`config.mk`:
```
export PLATFORM = sky130hd
export DESIGN_NAME = symmetric_window_activity
export DESIGN_NICKNAME = d
export VERILOG_FILES = /design/src/design/swa_pkg.sv /design/src/design/swa_window.sv /design/src/design/swa_terms.sv /design/src/design/swa_sum.sv /design/src/design/symmetric_window_activity.sv
export SDC_FILE = /design/constraint.sdc
export NUM_CORES = 2
export LEC_CHECK = 0
export ABC_AREA = 1
export BUFFER_PORTS_ARGS = -buffer_cell sky130_fd_sc_hd__buf_2
export CAP_MARGIN = 10
export CORE_UTILIZATION = 55
export DETAILED_ROUTE_END_ITERATION = 12
export HOLD_SLACK_MARGIN = 0.08
export PLACE_DENSITY = 0.71
export SYNTH_ARGS = -nofsm -noshare
export SYNTH_HDL_FRONTEND = slang
export SYNTH_SLANG_ARGS = --single-unit
```
`constraint.sdc`:
```
create_clock -name clk_i -period 28.1 [get_ports clk_i]
set_input_delay 2.81 -clock clk_i [delete_from_list [all_inputs] [get_ports clk_i]]
set_output_delay 2.81 -clock clk_i [all_outputs]
set_load 0.1 [all_outputs]
```
`src/design/swa_pkg.sv`:
```
package swa_pkg;

  localparam int unsigned SampleW = 16;
  localparam int unsigned Rows    = 5;
  localparam int unsigned Cols    = 5;
  localparam int unsigned Held    = 4;
  localparam int unsigned CapW    = 11;
  localparam int unsigned DiffW   = 19;
  localparam int unsigned AbsW    = 18;
  localparam int unsigned ColSumW = 15;
  localparam int unsigned TotalW  = 19;

  localparam logic [CapW-1:0]   CapMask   = 11'h7f8;
  localparam logic [TotalW-1:0] RoundBias = 19'h40;
  localparam logic [7:0]        OutMax    = 8'hff;

  localparam logic [2:0] ColWeight [Cols] = '{3'd1, 3'd4, 3'd6, 3'd4, 3'd1};

  typedef logic signed [SampleW-1:0] sample_t;
  typedef sample_t [Rows-1:0]        column_t;
  typedef column_t [Cols-1:0]        window_t;

  typedef logic [CapW-1:0]  term_t;
  typedef term_t [2:0]      col_terms_t;
  typedef col_terms_t [Cols-1:0] terms_t;

  typedef struct packed {
    logic    fire;
    window_t win;
  } window_out_t;

endpackage

```
`src/design/swa_window.sv`:
```
module swa_window
  import swa_pkg::*;
(
  input  logic        clk_i,
  input  logic        rst_ni,
  input  logic        accept_i,
  input  column_t     column_i,
  input  logic        line_start_i,
  output window_out_t win_o
);

  column_t    store_q [Held];
  logic [2:0] fill_q, fill_d;
  logic [2:0] held;

  assign held = line_start_i ? 3'd0 : fill_q;
  assign fill_d = (held < 3'(Held)) ? held + 3'd1 : 3'(Held);

  always_comb begin
    win_o.fire = (held >= 3'(Held));
    for (int c = 0; c < Held; c++) begin
      win_o.win[c] = store_q[c];
    end
    win_o.win[Cols-1] = column_i;
  end

  always_ff @(posedge clk_i or negedge rst_ni) begin
    if (!rst_ni) begin
      fill_q <= 3'd0;
    end else if (accept_i) begin
      fill_q <= fill_d;
    end
  end

  always_ff @(posedge clk_i) begin
    if (accept_i) begin
      for (int c = 0; c < Held - 1; c++) begin
        store_q[c] <= store_q[c+1];
      end
      store_q[Held-1] <= column_i;
    end
  end

endmodule

```
`src/design/swa_terms.sv`:
```
module swa_terms
  import swa_pkg::*;
(
  input  window_t   win_i,
  input  sample_t   center_i,
  input  term_t     cap_i,
  output terms_t    terms_o
);

  function automatic term_t capped(sample_t a, sample_t b, sample_t ctr, term_t cap);
    logic signed [DiffW-1:0] d;
    logic [AbsW-1:0]         mag;
    d = DiffW'(a) + DiffW'(b) - (DiffW'(ctr) <<< 1);
    mag = d[DiffW-1] ? AbsW'(-d) : AbsW'(d);
    return (mag > AbsW'(cap)) ? cap : mag[CapW-1:0];
  endfunction

  always_comb begin
    for (int c = 0; c < Cols; c++) begin
      terms_o[c][0] = capped(win_i[c][0], win_i[Cols-1-c][4], center_i, cap_i);
      terms_o[c][1] = capped(win_i[c][1], win_i[Cols-1-c][3], center_i, cap_i);
      terms_o[c][2] = capped(win_i[c][2], win_i[Cols-1-c][2], center_i, cap_i);
    end
  end

endmodule

```
`src/design/swa_sum.sv`:
```
module swa_sum
  import swa_pkg::*;
(
  input  terms_t     terms_i,
  output logic [7:0] activity_o
);

  logic [ColSumW-1:0] col_sum [Cols];
  logic [TotalW-1:0]  total;
  logic [TotalW-1:0]  rounded;
  logic [TotalW-8:0]  scaled;

  always_comb begin
    total = '0;
    for (int c = 0; c < Cols; c++) begin
      col_sum[c] = (ColSumW'(terms_i[c][0]) << 1) + (ColSumW'(terms_i[c][1]) << 3)
                 + (ColSumW'(terms_i[c][2]) << 2) + (ColSumW'(terms_i[c][2]) << 1);
      total = total + TotalW'(TotalW'(col_sum[c]) * TotalW'(ColWeight[c]));
    end
    rounded = total + RoundBias;
    scaled  = rounded[TotalW-1:7];
    activity_o = (scaled > (TotalW-7)'(OutMax)) ? OutMax : scaled[7:0];
  end

endmodule

```
`src/design/symmetric_window_activity.sv`:
```
// Symmetric window activity.
// Input channel (in_valid_i / in_ready_o): one word per column of a 5x5
// window, five row samples plus the window's reference center and a
// line_start flag that restarts column filling for a new line.
// The first four columns of a line produce no output; each later column
// completes a window and yields one activity byte on the output channel
// (out_valid_o / out_ready_i).
// Capped terms are registered into stage one at the input accept edge;
// the weighted sum and saturation are registered into the output word,
// raising out_valid_o, when stage one advances (output empty or taken).
// Throughput: one column per cycle, sustained while the output is taken.
// cfg_we_i / cfg_wdata_i load cap_scale; write it only while idle.
// Reset clears the fill count, both pipeline valids and cap_scale to zero.
// When the receiver stalls, the output word holds and one more word can
// wait in stage one; in_ready_o drops only once both stages are full.
module symmetric_window_activity
  import swa_pkg::*;
(
  input  logic               clk_i,
  input  logic               rst_ni,
  input  logic               cfg_we_i,
  input  logic [7:0]         cfg_wdata_i,
  input  logic               in_valid_i,
  output logic               in_ready_o,
  input  logic signed [15:0] top_sample_i,
  input  logic signed [15:0] upper_sample_i,
  input  logic signed [15:0] middle_sample_i,
  input  logic signed [15:0] lower_sample_i,
  input  logic signed [15:0] bottom_sample_i,
  input  logic signed [15:0] center_value_i,
  input  logic               line_start_i,
  output logic               out_valid_o,
  input  logic               out_ready_i,
  output logic [7:0]         activity_o
);

  logic [7:0]  cap_scale_q;
  term_t       cap;
  logic        accept;
  logic        s1_advance;
  column_t     column;
  window_out_t win;
  terms_t      terms;
  logic        s1_valid_q;
  terms_t      s1_terms_q;
  logic        out_valid_q;
  logic [7:0]  activity_q;
  logic [7:0]  activity_d;

  assign cap = CapMask & (CapW'(cap_scale_q) << 3);

  assign s1_advance = !out_valid_q || out_ready_i;
  assign in_ready_o = !s1_valid_q || s1_advance;
  assign accept     = in_valid_i && in_ready_o;

  assign column = {bottom_sample_i, lower_sample_i, middle_sample_i,
                   upper_sample_i, top_sample_i};

  swa_window u_window (
    .clk_i        (clk_i),
    .rst_ni       (rst_ni),
    .accept_i     (accept),
    .column_i     (column),
    .line_start_i (line_start_i),
    .win_o        (win)
  );

  swa_terms u_terms (
    .win_i    (win.win),
    .center_i (center_value_i),
    .cap_i    (cap),
    .terms_o  (terms)
  );

  swa_sum u_sum (
    .terms_i    (s1_terms_q),
    .activity_o (activity_d)
  );

  always_ff @(posedge clk_i or negedge rst_ni) begin
    if (!rst_ni) begin
      cap_scale_q <= 8'd0;
      s1_valid_q  <= 1'b0;
      out_valid_q <= 1'b0;
    end else begin
      if (cfg_we_i) begin
        cap_scale_q <= cfg_wdata_i;
      end
      if (in_ready_o) begin
        s1_valid_q <= accept && win.fire;
      end
      if (s1_advance) begin
        out_valid_q <= s1_valid_q;
      end
    end
  end

  always_ff @(posedge clk_i) begin
    if (in_ready_o) begin
      s1_terms_q <= terms;
    end
    if (s1_advance) begin
      activity_q <= activity_d;
    end
  end

  assign out_valid_o = out_valid_q;
  assign activity_o  = activity_q;

endmodule

```
=== Word-level counts from Yosys, hierarchy flattened ===
Memories as Yosys holds them, arrays and structs flattened.
Index checks and enable logic that the tools add are counted.

* RAM bits: 320
* Logic and storage cells: 145
* Register bits after elaboration: 164
* Memories kept: 1

{| class="wikitable"
|+ Memories
! memory !! words !! bits a word !! rd ports !! clocked after Yosys merged registers in !! wr ports !! line !! RTL
|-
| u_window.store_q || 4 || 80 || 4 || 0 || 4 || swa_window.sv:12 || <nowiki>column_t store_q [Held];</nowiki>
|}

* Multiplexer cells: 30
* Order comparisons: 16
* Multipliers: 1
* Add/subtract/negate cells: 60
* Reduce and logical (&&, ||, !) cells: 6

{| class="wikitable"
|+ Operator list
! kind !! number
|-
| 18-bit by 11-bit greater-than comparator with 1-bit output || 13
|-
| 18-bit two-way mux || 13
|-
| 18-bit negator || 13
|-
| 17-bit by 17-bit subtractor with 18-bit output || 13
|-
| 16-bit by 16-bit adder with 17-bit output || 13
|-
| 11-bit two-way mux || 13
|-
| 12-bit by 14-bit adder with 15-bit output || 5
|-
| 15-bit by 12-bit adder with 15-bit output || 5
|-
| 15-bit by 13-bit adder with 15-bit output || 5
|-
| 19-bit by 15-bit adder with 19-bit output || 1
|-
| 19-bit by 17-bit adder with 19-bit output || 1
|-
| 19-bit by 18-bit adder with 19-bit output || 1
|-
| 19-bit by 7-bit adder with 19-bit output, second input constant || 1
|-
| 15-bit by 17-bit adder with 18-bit output || 1
|-
| 15-bit by 2-bit multiplier with 17-bit output, second input constant || 1
|-
| 12-bit by 8-bit greater-than comparator with 1-bit output, second input constant || 1
|-
| 3-bit two-way mux || 2
|-
| 3-bit by 1-bit adder with 3-bit output, second input constant || 1
|-
| 3-bit >= comparator, second input constant || 1
|-
| 3-bit less-than comparator, second input constant || 1
|-
| 1-bit logical AND || 2
|-
| 1-bit zero test || 2
|-
| 1-bit logical OR || 2
|-
| 1-bit two-way mux || 2
|}

=== Longest topological paths before layout ===
* Depth in word-level cells: 9
* Depth in mapped cells: 38
* Mapped depth without buffers: 38

=== Cells and area by module ===
From an unflattened synthesis, not the netlist that was laid out.

* Cell total of the unflattened synthesis: 7601
* Area, all modules: 55593.3 µm²

{| class="wikitable"
|+ By module, submodules not included
! module !! area each (µm²) !! cells each !! seq. area each (µm²) !! times used
|-
| swa_terms || 32170.9 || 6066 || 0.0 || 1
|-
| swa_window || 10364.9 || 420 || 9684.3 || 1
|-
| swa_sum || 7462.2 || 897 || 0.0 || 1
|-
| symmetric_window_activity || 5595.4 || 218 || 5445.2 || 1
|}

=== Worst setup path before layout ===
No wires, ideal clock.

* Path kind: input-to-reg
* Start point: input port out_ready_i
* End point: register u_window.fill_q[2]
* Setup time: 0.183 ns
* Buffers on the path: 0
* Path slack: 13.458 ns
* Stages: 6
* Data arrival time: 14.459 ns
* Cell sequence: inv_1 -> nand3_1 -> nand2_1 -> inv_1 -> o21ai_0 -> o21ai_0

* Word-level cells in the longest chain between the ends: 3

{| class="wikitable"
|+ RTL lines
! item !! line !! RTL
|-
| start, declared || symmetric_window_activity.sv:33 || <nowiki>input logic out_ready_i,</nowiki>
|-
| 1-bit logical OR || symmetric_window_activity.sv:52 || <nowiki>assign s1_advance = !out_valid_q || out_ready_i;</nowiki>
|-
| 1-bit logical OR || symmetric_window_activity.sv:53 || <nowiki>assign in_ready_o = !s1_valid_q || s1_advance;</nowiki>
|-
| via in_ready_o || symmetric_window_activity.sv:24 || <nowiki>output logic in_ready_o,</nowiki>
|-
| 1-bit logical AND || symmetric_window_activity.sv:54 || <nowiki>assign accept = in_valid_i && in_ready_o;</nowiki>
|-
| via accept || symmetric_window_activity.sv:39 || <nowiki>logic accept;</nowiki>
|-
| end signal, assigned || swa_window.sv:31 || <nowiki>fill_q <= fill_d;</nowiki>
|-
| end, declared || swa_window.sv:13 || <nowiki>logic [2:0] fill_q, fill_d;</nowiki>
|}

The timed path passes the listed nets, and every way through them passes these cells.
A chain may end at the register's enable or synchronous reset.

=== Worst setup path in the final report ===
* Start point: register s1_terms_q[122] (netlist bit)
* End point: register activity_q[1] (netlist: activity_o[1]) (data pin)

* Word-level cells in the longest chain between the ends: 8

{| class="wikitable"
|+ RTL lines
! item !! line !! RTL
|-
| start, declared || symmetric_window_activity.sv:45 || <nowiki>terms_t s1_terms_q;</nowiki>
|-
| start signal, assigned || symmetric_window_activity.sv:100 || <nowiki>s1_terms_q <= terms;</nowiki>
|-
| 15-bit by 13-bit adder with 15-bit output || - ||
|-
| 15-bit by 12-bit adder with 15-bit output || - ||
|-
| 15-bit by 17-bit adder with 18-bit output || - ||
|-
| 19-bit by 18-bit adder with 19-bit output || - ||
|-
| 19-bit by 17-bit adder with 19-bit output * || swa_sum.sv:18 || <nowiki>total = total + TotalW'(TotalW'(col_sum[c]) * TotalW'(ColWeight[c]));</nowiki>
|-
| 19-bit by 15-bit adder with 19-bit output * || swa_sum.sv:18 ||
|-
| 19-bit by 7-bit adder with 19-bit output * || swa_sum.sv:20 || <nowiki>rounded = total + RoundBias;</nowiki>
|-
| 12-bit by 8-bit greater-than comparator with 1-bit output || swa_sum.sv:22 || <nowiki>activity_o = (scaled > (TotalW-7)'(OutMax)) ? OutMax : scaled[7:0];</nowiki>
|-
| end signal, assigned || symmetric_window_activity.sv:103 || <nowiki>activity_q <= activity_d;</nowiki>
|-
| end, declared || symmetric_window_activity.sv:47 || <nowiki>logic [7:0] activity_q;</nowiki>
|}

Mark *: on every way between the ends. The rest lies on a longest branch, timed or not.

==> metrics.txt <==
post-CTS setup buffers 0; via count 45,700; top cells by area, synth edfxtp_1 (27%), nand2_1 (14%), fa_1 (13%), inv_1 (12%), ha_1 (11%); share of the synthesized area in the top cell type 26.7%; critical path class reg -> reg; Fin. Hold Viols 0; CTS Hold Buffers Added 0; worst skew pair latency 0.69 ns; clock skew 0.0408 ns; TritonCTS clock tree done; Layout area overhead 7.66%; top_reg_cell synth edfxtp_1; total grt overflow 0; # rows 113; CP Launch Type flip-flop; Mean Syn Cell Area 7.42 µm²; final RePlAce weighted congestion 0.966; vias per cell 5.32; Seq/Total Area, Yosys 27.3%; crit end category flip-flop; clk root buf clkbuf_16; net count after synthesis 8,018; crit path time final 8.73 ns; Tot GR Track Use 32.0%; Seq cells post-synth 483; worst-path maximum fanout 8; Worst-Margin Slew 1.30 ns; Max transition margin 13.0%; Buffers on Ports 119; synthesized area 52,800 µm²; CTS Buf Count 57; final instance area 56,900 µm²; cts repair resizes 0; Syn. warnings 0; total negative setup slack 0 ns; hold slack 0.445 ns; # H-tree levels 2; Ant. Diodes 0; half-perimeter wire length after placement 125,000 µm; # IOs 120; detailed-route DRC error count 0; Placed Area 54,900 µm²; largest net degree at the start of global routing 134; antenna viol nets, final 0; nets 8,182; fraction of layout cells with a size suffix above 1 5.30%; Post-Layout Cell Count 8,591; Critical Path Most Common Cell fa_1; Reg clk slew, reported paths 0.06 ns; Sink Count 483; maximum clock frequency 115 MHz; Synth cell types 49; initial antenna violation count 2; first-pass GRT wire length 239,000 µm; Syn Inst Count 7,114; sum of buffers and inverters on the critical path 7; chip width 312 µm; die area 97,300 µm²; die height 312 µm; core area 95,000 µm²; Hold WC Path Type reg -> reg; Req. time, crit path 28.49 ns; final number of setup-violating endpoints 0; WL/cell 18.1 µm; CP max stage delay 0.54 ns; Starting DRT DRC Count 3,988; initial core utilization 55.6%; Worst EP arrival 9.12 ns; final WL 155,000 µm; slowest library cell on the worst path fa_1; Synth async-reset ratio 2.69%; max-cap violation count 0; crit share post-route 31.1%; Max Buffers Root-to-Sink 3; # fillers 8,775; Worst path top cell family by delay adder cells; RSZ-0062 raised after global routing no; status finished clean; first drt pass iteration count 8; number of global-route vias before repair 43,100; post-synth top area cell edfxtp_1; Placed Cells 8,484; EDFF count, synth 470; Max Slew Vio Count 0
-- final cells by class --
type                            count  area (µm²)  area share (%)
Multi-Input combinational cell   4895       31700            55.7
Sequential cell                   483       14400            25.4
Inverter                         1695        6370            11.2
Tap cell                         1265        1580            2.78
Clock buffer                       60        1440            2.53
Timing Repair Buffer              146         798            1.40
Clock inverter                     47         554           0.975
-- stage by stage --
step,setup slack (ns),utilization (%)
2_1_floorplan,13.46,-
3_3_place_gp,19.46,57.7
3_5_place_dp,19.33,57.7
4_1_cts,19.36,59.8
5_1_grt,18.59,59.8
6_report,19.37,59.8
-- cell families after synthesis --
logic type,Yosys count,share of synthesized area [%]
simple gates,3358,27.3
buf+inv,1736,12.7
fa+ha+maj,794,23.6
compound gates,521,5.30
flops,483,27.3
xor+xnor,221,3.71
mux,1,0.0213
-- cells in the mapped netlist (14+ instances only) --
library cell and instances:
o21bai_1 27, xnor2_1 58, buf_6 21, nand4_1 121, nand3b_1 62, and2_1 22
nand3_1 555, xor2_1 160, nor2_1 457, edfxtp_1 470, inv_1 1685, nor2_2 41
fa_1 336, nand2_1 1969, nor2_4 17, nor3_1 45, o21ai_1 14, ha_1 458
a21oi_1 311, nand2_2 40, o21ai_0 128
-- path summary, 6_finish.rpt --
path | slack, ns | from | cells past startpoint | end
max | 19.37 | s1_terms_q[122]$_SDFFCE_PP0N_ | 35 | activity_o[1]$_SDFFCE_PN1P_
min | 0.44 | u_window.store_q[3][36]$_DFFE_PP_ | 0 | u_window.store_q[2][36]$_DFFE_PP_
max reg2reg | 19.37 | s1_terms_q[122]$_SDFFCE_PP0N_ | 35 | activity_o[1]$_SDFFCE_PN1P_
min reg2reg | 0.44 | u_window.store_q[3][36]$_DFFE_PP_ | 0 | u_window.store_q[2][36]$_DFFE_PP_
max in group asynchronous | 25.64 | rst_ni | 1 | cap_scale_q[5]$_DFFE_PN0P_
min in group asynchronous | 2.11 | rst_ni | 1 | cap_scale_q[6]$_DFFE_PN0P_
-- routing by layer --
metal	track usage [%]	vias to the layer above	part of all wire, %	routed length (µm)
met5	0	-	0	0
met4	10.5	0	3.7	5680
met3	5.21	248	8.1	12600
met2	49.9	1534	44	67700
met1	45.3	21300	45	69100
li1	-	22600	-	-
-- sequential cells by signal (all words and copies together) (netlist names) --
signal and flops:
activity_o 8, u_window.fill_q 3, cap_scale_q 8, s1_valid_q 1, s1_terms_q 142, u_window.store_q 320, out_valid_o 1
-- layout by cell type, fill, tap and decap left out, types with 10 or more instances in the layout --
master and instances:
xnor2_1 58, nor3_1 45, inv_1 1684, nand3b_1 62
o21ai_0 128, nand2_1 1969, a21oi_1 311, nand4_1 121
clkbuf_16 57, xor2_1 160, nand3_1 554, inv_2 10
nor2_4 17, dfrtp_1 13, buf_4 27, nand2_2 40
and2_1 22, o21bai_1 27, nor2_2 41, edfxtp_1 470
ha_1 458, nor2_1 457, fa_1 336, o21ai_1 14
buf_2 119
Power is not shown: default switching activity piles up to over one toggle a cycle in this logic, so the estimate is an artifact.
